==> config.mk <==
export PLATFORM = sky130hd
export DESIGN_NAME = timed_release_order_queue_unit
export DESIGN_NICKNAME = d
export VERILOG_FILES = /design/src/hw/rtl/trq_pkg.sv /design/src/hw/rtl/trq_front.sv /design/src/hw/rtl/trq_cmd_fifo.sv /design/src/hw/rtl/trq_back.sv /design/src/hw/rtl/timed_release_order_queue_unit.sv
export SDC_FILE = /design/constraint.sdc
export NUM_CORES = 2
export LEC_CHECK = 0
export BUFFER_PORTS_ARGS = -buffer_cell sky130_fd_sc_hd__buf_2
export CAP_MARGIN = 20
export CORE_ASPECT_RATIO = 0.6
export CORE_MARGIN = 1
export CORE_UTILIZATION = 40
export DETAILED_ROUTE_END_ITERATION = 7
export GPL_ROUTABILITY_DRIVEN = 0
export PLACE_DENSITY = 0.67
export SLEW_MARGIN = 30
export SYNTH_ARGS = -nofsm -noshare
export SYNTH_HDL_FRONTEND = slang
export SYNTH_SLANG_ARGS = --single-unit
==> constraint.sdc <==
create_clock -name clock -period 18 [get_ports clock]
set_input_delay 2.7 -clock clock [delete_from_list [all_inputs] [get_ports clock]]
set_output_delay 2.7 -clock clock [all_outputs]
set_load 0.005 [all_outputs]
==> src/hw/rtl/trq_pkg.sv <==
`timescale 1ns / 1ps
// Shared types and codes of the timed release order queue.
// No dependencies.
package trq_pkg;

   localparam int SEQ_WIDTH      = 32;
   localparam int TICK_CMD_WIDTH = 64;

   typedef enum logic [1:0] {
      OP_ENQUEUE = 2'd0,
      OP_CANCEL  = 2'd1,
      OP_COLLECT = 2'd2,
      OP_DISCARD = 2'd3
   } op_type;

   typedef enum logic [2:0] {
      ST_OK        = 3'd0,
      ST_INVALID   = 3'd1,
      ST_RANGE     = 3'd2,
      ST_NOT_FOUND = 3'd3,
      ST_FULL      = 3'd4
   } status_type;

   typedef struct packed {
      logic [1:0]  req_type;
      logic [31:0] producer;
      logic [31:0] definition;
      logic [31:0] now;
      logic [31:0] duration;
      logic [31:0] sequence_req;
   } req_item_type;

   typedef struct packed {
      status_type  status;
      logic [31:0] assigned_sequence;
      logic        order_valid;
      logic [31:0] order_producer;
      logic [31:0] order_definition;
      logic [31:0] order_ready_at;
      logic [31:0] order_sequence;
      logic        last;
      logic [4:0]  pending;
   } rsp_item_type;

   // classified request handed from front to back
   typedef struct packed {
      op_type                    op;
      logic [31:0]               producer;
      logic [31:0]               definition;
      logic [TICK_CMD_WIDTH-1:0] tick;
      logic [SEQ_WIDTH-1:0]      sequence_req;
      logic                      bad_arg;
      logic                      overflow;
   } cmd_type;

endpackage

==> src/hw/rtl/trq_front.sv <==
`timescale 1ns / 1ps
// Front end: takes requests, checks arguments and forms the ready tick.
// Depends on trq_pkg.
module trq_front import trq_pkg::*; #(
   parameter int TICK_WIDTH = 32
) (
   input  logic         req_valid,
   input  req_item_type req_item,
   input  logic         fifo_full,
   output logic         req_stall,
   output logic         push,
   output cmd_type      push_cmd
);

   logic [TICK_WIDTH-1:0] now_t;
   logic [TICK_WIDTH-1:0] dur_t;
   logic [TICK_WIDTH:0]   sum;
   op_type                op;

   assign now_t = TICK_WIDTH'(req_item.now);
   assign dur_t = TICK_WIDTH'(req_item.duration);
   assign sum   = {1'b0, now_t} + {1'b0, dur_t};
   assign op    = op_type'(req_item.req_type);

   assign req_stall = fifo_full;
   assign push      = req_valid & ~fifo_full;

   always_comb begin
      push_cmd              = '0;
      push_cmd.op           = op;
      push_cmd.producer     = req_item.producer;
      push_cmd.definition   = req_item.definition;
      push_cmd.sequence_req = req_item.sequence_req;
      push_cmd.overflow     = sum[TICK_WIDTH];
      case (op)
         OP_ENQUEUE: begin
            push_cmd.bad_arg = (req_item.producer == '0) || (req_item.definition == '0);
            push_cmd.tick    = TICK_CMD_WIDTH'(sum[TICK_WIDTH-1:0]);
         end
         OP_CANCEL: begin
            push_cmd.bad_arg = (req_item.producer == '0);
         end
         OP_COLLECT: begin
            push_cmd.tick = TICK_CMD_WIDTH'(now_t);
         end
         default: begin
            push_cmd.bad_arg = 1'b0;
         end
      endcase
   end

endmodule

==> src/hw/rtl/trq_cmd_fifo.sv <==
`timescale 1ns / 1ps
// Two-entry command queue between front end and back end.
// Depends on trq_pkg.
module trq_cmd_fifo import trq_pkg::*; (
   input  logic    clock,
   input  logic    reset,
   input  logic    push,
   input  cmd_type push_cmd,
   input  logic    pop,
   output logic    head_valid,
   output cmd_type head_cmd,
   output logic    full
);

   cmd_type    slot_ff [2];
   logic       wr_ff, wr_in;
   logic       rd_ff, rd_in;
   logic [1:0] cnt_ff, cnt_in;

   assign head_valid = (cnt_ff != 2'd0);
   assign full       = (cnt_ff == 2'd2);
   assign head_cmd   = slot_ff[rd_ff];

   always_comb begin
      wr_in  = wr_ff ^ push;
      rd_in  = rd_ff ^ pop;
      cnt_in = cnt_ff + {1'b0, push} - {1'b0, pop};
   end

   always_ff @(posedge clock) begin
      if (reset) begin
         wr_ff  <= 1'b0;
         rd_ff  <= 1'b0;
         cnt_ff <= 2'd0;
      end else begin
         wr_ff  <= wr_in;
         rd_ff  <= rd_in;
         cnt_ff <= cnt_in;
      end
   end

   always_ff @(posedge clock) begin
      if (push) begin
         slot_ff[wr_ff] <= push_cmd;
      end
   end

endmodule

==> src/hw/rtl/trq_back.sv <==
`timescale 1ns / 1ps
// Back end: order table memory, scan and compaction sequencer, result register.
// Depends on trq_pkg.
module trq_back import trq_pkg::*; #(
   parameter int QUEUE_DEPTH = 16,
   parameter int TICK_WIDTH  = 32
) (
   input  logic         clock,
   input  logic         reset,
   input  logic         head_valid,
   input  cmd_type      head_cmd,
   output logic         pop,
   output logic         rsp_valid,
   input  logic         rsp_stall,
   output rsp_item_type rsp_item
);

   localparam int IW = (QUEUE_DEPTH > 1) ? $clog2(QUEUE_DEPTH) : 1;
   localparam int CW = $clog2(QUEUE_DEPTH + 1);

   typedef struct packed {
      logic [31:0]           producer;
      logic [31:0]           definition;
      logic [TICK_WIDTH-1:0] ready;
      logic [SEQ_WIDTH-1:0]  seq;
   } entry_type;

   typedef enum logic [3:0] {
      S_IDLE  = 4'b0001,
      S_ISSUE = 4'b0010,
      S_EVAL  = 4'b0100,
      S_FIN   = 4'b1000
   } state_type;

   entry_type mem [QUEUE_DEPTH];
   entry_type rd_ff;

   state_type            st_ff, st_in;
   cmd_type              cmd_ff, cmd_in;
   logic [CW-1:0]        count_ff, count_in;
   logic [SEQ_WIDTH-1:0] seq_ff, seq_in;
   logic [CW-1:0]        idx_ff, idx_in;
   logic [CW-1:0]        keep_ff, keep_in;
   logic [CW-1:0]        rel_ff, rel_in;
   logic [CW-1:0]        seen_ff, seen_in;
   logic                 found_ff, found_in;
   logic                 pass_ff, pass_in;
   rsp_item_type         rsp_ff, rsp_in;
   logic                 rsp_valid_ff, rsp_valid_in;

   logic      we;
   logic [IW-1:0] waddr;
   entry_type wdata;
   logic      load;
   rsp_item_type res;
   logic      slot_free;
   logic      last_idx;
   logic      due;
   logic      step;
   logic [CW-1:0] rel_next;

   assign slot_free = ~rsp_valid_ff | ~rsp_stall;
   assign last_idx  = (idx_ff == count_ff - CW'(1));
   assign due       = (rd_ff.ready <= cmd_ff.tick[TICK_WIDTH-1:0]);
   assign rsp_valid = rsp_valid_ff;
   assign rsp_item  = rsp_ff;

   always_comb begin
      st_in    = st_ff;
      cmd_in   = cmd_ff;
      count_in = count_ff;
      seq_in   = seq_ff;
      idx_in   = idx_ff;
      keep_in  = keep_ff;
      rel_in   = rel_ff;
      seen_in  = seen_ff;
      found_in = found_ff;
      pass_in  = pass_ff;
      we       = 1'b0;
      waddr    = keep_ff[IW-1:0];
      wdata    = rd_ff;
      pop      = 1'b0;
      load     = 1'b0;
      res      = '0;
      res.status = ST_OK;
      step     = 1'b1;
      rel_next = rel_ff;
      case (st_ff)
         S_IDLE: begin
            if (head_valid && slot_free) begin
               pop      = 1'b1;
               cmd_in   = head_cmd;
               idx_in   = '0;
               keep_in  = '0;
               rel_in   = '0;
               seen_in  = '0;
               found_in = 1'b0;
               pass_in  = 1'b0;
               res.last    = 1'b1;
               res.pending = 5'(count_ff);
               case (head_cmd.op)
                  OP_ENQUEUE: begin
                     load = 1'b1;
                     if (head_cmd.bad_arg) begin
                        res.status = ST_INVALID;
                     end else if (head_cmd.overflow || (seq_ff == '1)) begin
                        res.status = ST_RANGE;
                     end else if (count_ff == CW'(QUEUE_DEPTH)) begin
                        res.status = ST_FULL;
                     end else begin
                        we    = 1'b1;
                        waddr = count_ff[IW-1:0];
                        wdata = '{producer:   head_cmd.producer,
                                  definition: head_cmd.definition,
                                  ready:      head_cmd.tick[TICK_WIDTH-1:0],
                                  seq:        seq_ff};
                        count_in = count_ff + CW'(1);
                        seq_in   = seq_ff + SEQ_WIDTH'(1);
                        res.assigned_sequence = seq_ff;
                        res.pending = 5'(count_ff + CW'(1));
                     end
                  end
                  OP_CANCEL: begin
                     if (head_cmd.bad_arg) begin
                        load       = 1'b1;
                        res.status = ST_INVALID;
                     end else begin
                        st_in = (count_ff == '0) ? S_FIN : S_ISSUE;
                     end
                  end
                  OP_COLLECT: begin
                     st_in = (count_ff == '0) ? S_FIN : S_ISSUE;
                  end
                  default: begin
                     load        = 1'b1;
                     count_in    = '0;
                     seq_in      = '0;
                     res.pending = 5'd0;
                  end
               endcase
            end
         end
         S_ISSUE: begin
            st_in = S_EVAL;
         end
         S_EVAL: begin
            if (cmd_ff.op == OP_CANCEL) begin
               if (!found_ff && (rd_ff.producer == cmd_ff.producer)
                   && (rd_ff.seq == cmd_ff.sequence_req)) begin
                  found_in = 1'b1;
               end else begin
                  we      = 1'b1;
                  keep_in = keep_ff + CW'(1);
               end
            end else if (!pass_ff) begin
               if (due) begin
                  rel_next = rel_ff + CW'(1);
               end
               rel_in = rel_next;
            end else if (due) begin
               // hold the scan while the result register holds a stalled response
               step = slot_free;
               if (slot_free) begin
                  load                 = 1'b1;
                  res.order_valid      = 1'b1;
                  res.order_producer   = rd_ff.producer;
                  res.order_definition = rd_ff.definition;
                  res.order_ready_at   = 32'(rd_ff.ready);
                  res.order_sequence   = rd_ff.seq;
                  res.last             = (seen_ff + CW'(1) == rel_ff);
                  res.pending          = 5'(count_ff - rel_ff);
                  seen_in              = seen_ff + CW'(1);
               end
            end else begin
               we      = 1'b1;
               keep_in = keep_ff + CW'(1);
            end
            if (step) begin
               if (last_idx) begin
                  if (cmd_ff.op == OP_CANCEL) begin
                     st_in = S_FIN;
                  end else if (!pass_ff) begin
                     if (rel_next == '0) begin
                        st_in = S_FIN;
                     end else begin
                        pass_in = 1'b1;
                        idx_in  = '0;
                        st_in   = S_ISSUE;
                     end
                  end else begin
                     count_in = count_ff - rel_ff;
                     st_in    = S_IDLE;
                  end
               end else begin
                  idx_in = idx_ff + CW'(1);
                  st_in  = S_ISSUE;
               end
            end
         end
         S_FIN: begin
            if (slot_free) begin
               load        = 1'b1;
               res.last    = 1'b1;
               res.pending = 5'(count_ff);
               if ((cmd_ff.op == OP_CANCEL) && !found_ff) begin
                  res.status = ST_NOT_FOUND;
               end else if (cmd_ff.op == OP_CANCEL) begin
                  count_in    = count_ff - CW'(1);
                  res.pending = 5'(count_ff - CW'(1));
               end
               st_in = S_IDLE;
            end
         end
         default: begin
            st_in = S_IDLE;
         end
      endcase
   end

   always_comb begin
      rsp_in       = rsp_ff;
      rsp_valid_in = rsp_valid_ff;
      if (load) begin
         rsp_in       = res;
         rsp_valid_in = 1'b1;
      end else if (!rsp_stall) begin
         rsp_valid_in = 1'b0;
      end
   end

   always_ff @(posedge clock) begin
      if (reset) begin
         st_ff        <= S_IDLE;
         count_ff     <= '0;
         seq_ff       <= '0;
         idx_ff       <= '0;
         keep_ff      <= '0;
         rel_ff       <= '0;
         seen_ff      <= '0;
         found_ff     <= 1'b0;
         pass_ff      <= 1'b0;
         rsp_valid_ff <= 1'b0;
      end else begin
         st_ff        <= st_in;
         count_ff     <= count_in;
         seq_ff       <= seq_in;
         idx_ff       <= idx_in;
         keep_ff      <= keep_in;
         rel_ff       <= rel_in;
         seen_ff      <= seen_in;
         found_ff     <= found_in;
         pass_ff      <= pass_in;
         rsp_valid_ff <= rsp_valid_in;
      end
   end

   always_ff @(posedge clock) begin
      cmd_ff <= cmd_in;
      rsp_ff <= rsp_in;
   end

   // table memory: one write port, one registered read port
   always_ff @(posedge clock) begin
      if (we) begin
         mem[waddr] <= wdata;
      end
      rd_ff <= mem[idx_ff[IW-1:0]];
   end

endmodule

==> src/hw/rtl/timed_release_order_queue_unit.sv <==
`timescale 1ns / 1ps
// Timed release order queue: holds up to QUEUE_DEPTH orders in arrival order.
// Enqueue and discard are answered from the idle state. Cancel walks the table
// once, reading each held entry through the registered read port of the table
// memory. Collect walks it once to count the due orders and, if any are due,
// again to release and compact; released orders leave one per walk step. A
// two-entry request queue lets new requests enter while the table is busy.
// Depends on trq_pkg, trq_front, trq_cmd_fifo and trq_back.
module timed_release_order_queue_unit import trq_pkg::*; #(
   parameter int QUEUE_DEPTH = 16,
   parameter int TICK_WIDTH  = 32
) (
   input  logic         clock,
   input  logic         reset,
   input  logic         req_valid,
   output logic         req_stall,
   input  req_item_type req_item,
   output logic         rsp_valid,
   input  logic         rsp_stall,
   output rsp_item_type rsp_item
);

   logic    push;
   cmd_type push_cmd;
   logic    fifo_full;
   logic    head_valid;
   cmd_type head_cmd;
   logic    pop;

   trq_front #(.TICK_WIDTH(TICK_WIDTH)) u_front (
      .req_valid (req_valid),
      .req_item  (req_item),
      .fifo_full (fifo_full),
      .req_stall (req_stall),
      .push      (push),
      .push_cmd  (push_cmd)
   );

   trq_cmd_fifo u_fifo (
      .clock      (clock),
      .reset      (reset),
      .push       (push),
      .push_cmd   (push_cmd),
      .pop        (pop),
      .head_valid (head_valid),
      .head_cmd   (head_cmd),
      .full       (fifo_full)
   );

   trq_back #(.QUEUE_DEPTH(QUEUE_DEPTH), .TICK_WIDTH(TICK_WIDTH)) u_back (
      .clock      (clock),
      .reset      (reset),
      .head_valid (head_valid),
      .head_cmd   (head_cmd),
      .pop        (pop),
      .rsp_valid  (rsp_valid),
      .rsp_stall  (rsp_stall),
      .rsp_item   (rsp_item)
   );

endmodule

==> flow_metrics.env <==
export IMPL_clk_pin_slew_ns=0.06
export IMPL_drt_total_wl_mm=269
export IMPL_post_place_ws_ns=8.60
export IMPL_htree_levels=5
export IMPL_cp_slowest_cell="buf_4"
export IMPL_async_reset_ff_share_pct=0
export IMPL_synth_compound_gate_area_share_pct=2.33
export IMPL_drc=0
export IMPL_grt_pass1_wl_mm=385
export IMPL_synth_cell_types=85
export IMPL_drive_gt1_share_pct=29.2
export IMPL_core_area_um2=265000
export IMPL_synth_top_family_by_area="multiplexers"
export IMPL_cpPeakStageDelay_ns=0.89
export IMPL_crit_chain="buf_2 > and2_1 > nor2_1 > nand2_1 > inv_4 > nand3_1 > nor3_2 > buf_4 > nand3_1 > a21oi_4 > buf_4 > buf_4 > buf_4"
export IMPL_grt_use_total_pct=19.6
export IMPL_ios=338
export IMPL_yosys_warnings=0
export IMPL_p_per_area_nw_per_um2=122
export IMPL_setup_viol=0
export IMPL_syn_to_final_growth_pct=14.6
export IMPL_grt_overflow_total=0
export IMPL_seq_area_frac_synth_pct=75.9
export IMPL_worst_pin_slew_ns=1.01
export IMPL_clock_fmax_mhz=116
export IMPL_start_util_pct=40.4
export IMPL_clk_path_buf_depth=4
export IMPL_min_period_ns=8.65
export IMPL_dpl_hpwl_mm=157
export IMPL_synth_xor_area_share_pct=0.890
export IMPL_final_antenna_net_count=0
export IMPL_max_vdd_ir_drop_mv=0.0756
export IMPL_finalCritPeriodShare_pct=48.1
export IMPL_slew_headroom_pct=32.6
export IMPL_post_cts_resized=0
export IMPL_rsz0062_at_grt="no"
export IMPL_setup_ws_ns=9.35
export IMPL_finalHoldViolCount=0
export IMPL_die_area_um2=270000
export IMPL_cts_hold_buffers_added=0
export IMPL_die_h_um=403
export IMPL_cts_buffers=269
export IMPL_synthAdderAreaFrac_pct=1.01
export IMPL_syn_area_per_cell_um2=20.8
export IMPL_critPathArrivalTime_ns=9.06
export IMPL_grt_pass1_vias=53100
export IMPL_fin_nets=5882
export IMPL_clk_latency_ns=0.84
export IMPL_synth_area_um2=107000
export IMPL_crit_top_cell="buf_4"
export IMPL_cp_end_kind="flop"
export IMPL_outcome="completed"
export IMPL_start_kind="input pin"
export IMPL_yosysTopAreaCell="edfxtp_1"
export IMPL_syn_nets=5397
export IMPL_required_ns=18.40
export IMPL_antenna_found_initial=19
export IMPL_report_final_slew_viol_count=0
export IMPL_post_cts_buffers=0
export IMPL_hp_class="reg -> reg"
export IMPL_crit_fanout=61
export IMPL_die_x_um=670
export IMPL_first_pass_iters=8
export IMPL_skew_ns=0.0642
export IMPL_wire_per_inst_um=28.7
export IMPL_critical_path_class="in -> reg"
export IMPL_leakagePower_nw=39.4
export IMPL_synthTopCellsByArea="edfxtp_1 (72%), mux4_2 (13%), dfxtp_1 (3.6%)"
export IMPL_synth_top_cell_area_share_pct=72.3
export IMPL_root_buffer="clkbuf_16"
export IMPL_cap_violations=0
export IMPL_rows=146
export IMPL_cts_tree="yes"
export IMPL_crit_family="buffers and inverters"
export IMPL_dr_total_vias=53600
export IMPL_worst_path_buf_inv=6
export IMPL_grt_start_max_net_pins=111
export IMPL_clkSinkCount=2775
export IMPL_drt_iter0_drc=6394
export IMPL_synth_edff_count=2580
export IMPL_tns_ns=0
export IMPL_via_per_inst=5.70
export IMPL_synthMuxAreaShare_pct=15.5
export IMPL_yosys_register_bits=2775
export IMPL_synth_ff_type="edfxtp_1"
export IMPL_finalPower_mw=14.9
export IMPL_port_buffers=337
export IMPL_synth_simple_area_share_pct=3.19
export IMPL_synth_cells=5146
-- worst min-delay path: stages, from the launching register on --
cell and delay (ns):
dfxtp_1 0.32, nand3_1 0.06, a21oi_1 0.06
-- state kept, by name (all words and copies together), names as in the netlist --
name	flops
u_back.cmd_ff	98
u_back.count_ff	5
u_back.found_ff	1
u_back.idx_ff	5
u_back.keep_ff	4
u_back.mem	2048
u_back.pass_ff	1
u_back.rd_ff	128
u_back.rel_ff	5
u_back.rsp_item	170
u_back.rsp_valid	1
u_back.seen_ff	5
u_back.seq_ff	32
u_back.st_ff	4
u_fifo.cnt_ff	2
u_fifo.rd_ff	1
u_fifo.slot_ff	264
u_fifo.wr_ff	1
-- where the power goes --
group          internal, mW  switching, mW  leakage (nW)
Clock                  3.24           2.37          4.26
Combinational         0.454           1.04          10.1
Sequential             7.63          0.205          25.1
Total                  11.3           3.62          39.4
-- metrics by stage --
stage               cells  hold slack [ns]  utilization, %  instance area [um2]
finish               9396            0.482            46.3               123000
CTS                  9382            0.483            46.2               123000
detailed placement   8903            0.475            42.9               114000
global placement     8892            0.465            42.8               114000
global route         9392            0.509            46.3               123000
floorplan            5146            0.460               -               107000
-- cells in the mapped netlist, drive strengths merged, types with 5 or more instances --
library cell / number
nor3: 29
mux2i: 42
a21o: 49
dfxtp: 195
nor4: 22
edfxtp: 2580
and3: 131
clkbuf: 176
o31ai: 5
o21ai: 81
nand3: 63
a31oi: 15
o21bai: 10
xnor2: 52
or4: 7
xor2: 57
and4: 10
a21oi: 73
buf: 67
and2: 46
o31a: 6
nand2b: 15
nand4: 37
a22o: 6
nand2: 126
ha: 83
o21a: 12
nor2: 110
mux4: 640
o211ai: 16
nor2b: 16
or3: 18
a2111oi: 5
inv: 90
a211oi: 13
o22ai: 15
mux2: 155
a311oi: 5
-- cells by family after synthesis --
family | count (synthesis)
buffers and inverters | 334
DFF | 2775
and+or+nand+nor | 645
muxes | 837
AOI/OAI and AO/OA | 361
adders and majority gates | 85
xor gates and xnor gates | 109
-- cell type report --
class                   instances  area, um2
diodes                          5       12.5
fillers                     21600     142000
inverters                      91        344
repair buffers                457       3180
flip-flops and latches       2775      81400
multi-input cells            2037      24800
well taps                    3552       4440
clock inverters               118       1310
clock buffers                 361       7390
-- final timing paths --
check,start,end,slack (ns),cells past startpoint
setup / recovery,rsp_stall,u_back.mem[8][124],9.35,13
hold / removal,u_back.seen_ff[4],u_back.seen_ff[4],0.48,2
setup reg to reg,u_back.st_ff[0],u_back.mem[8][124],10.70,12
hold reg to reg,u_back.seen_ff[4],u_back.seen_ff[4],0.48,2
-- layout by cell type (no fill, tap or decap), types with 10 or more instances in the layout --
cell       Yosys  final
a211oi_1      12     12
a21o_1        48     48
a21oi_1       72     64
a31oi_1       15     14
and2_1        46     46
and3_1       131    131
and4_1        10     10
buf_12         0     21
buf_16         0     14
buf_2         17    337
buf_4          3     73
buf_6          0     12
bufinv_16      0     23
clkbuf_1     167     67
clkbuf_16      0    275
clkbuf_8       0     19
clkinv_1       1     29
clkinv_2       0     40
dfxtp_1      195    190
edfxtp_1    2580   2580
ha_1          83     81
inv_1         90     90
mux2_2       155    155
mux2i_1       42     42
mux4_2       640    640
nand2_1      125    124
nand2b_1      15     15
nand3_1       63     62
nand4_1       36     36
nor2_1       110    101
nor2b_1       16     16
nor3_1        27     25
nor4_1        22     22
o211ai_1      15     15
o21a_1        12     12
o21ai_0       79     64
o22ai_1       14     14
or3_1         17     16
xnor2_1       52     52
xor2_1        57     57
-- per-layer routing --
metal | GRT usage [%] | wire length, um
met2 | 30.5 | 125000
met4 | 5.31 | 7350
met5 | 0 | 88
met1 | 28.4 | 114000
met3 | 3.84 | 22700
Note: power is estimated with default switching activity, not from simulation.
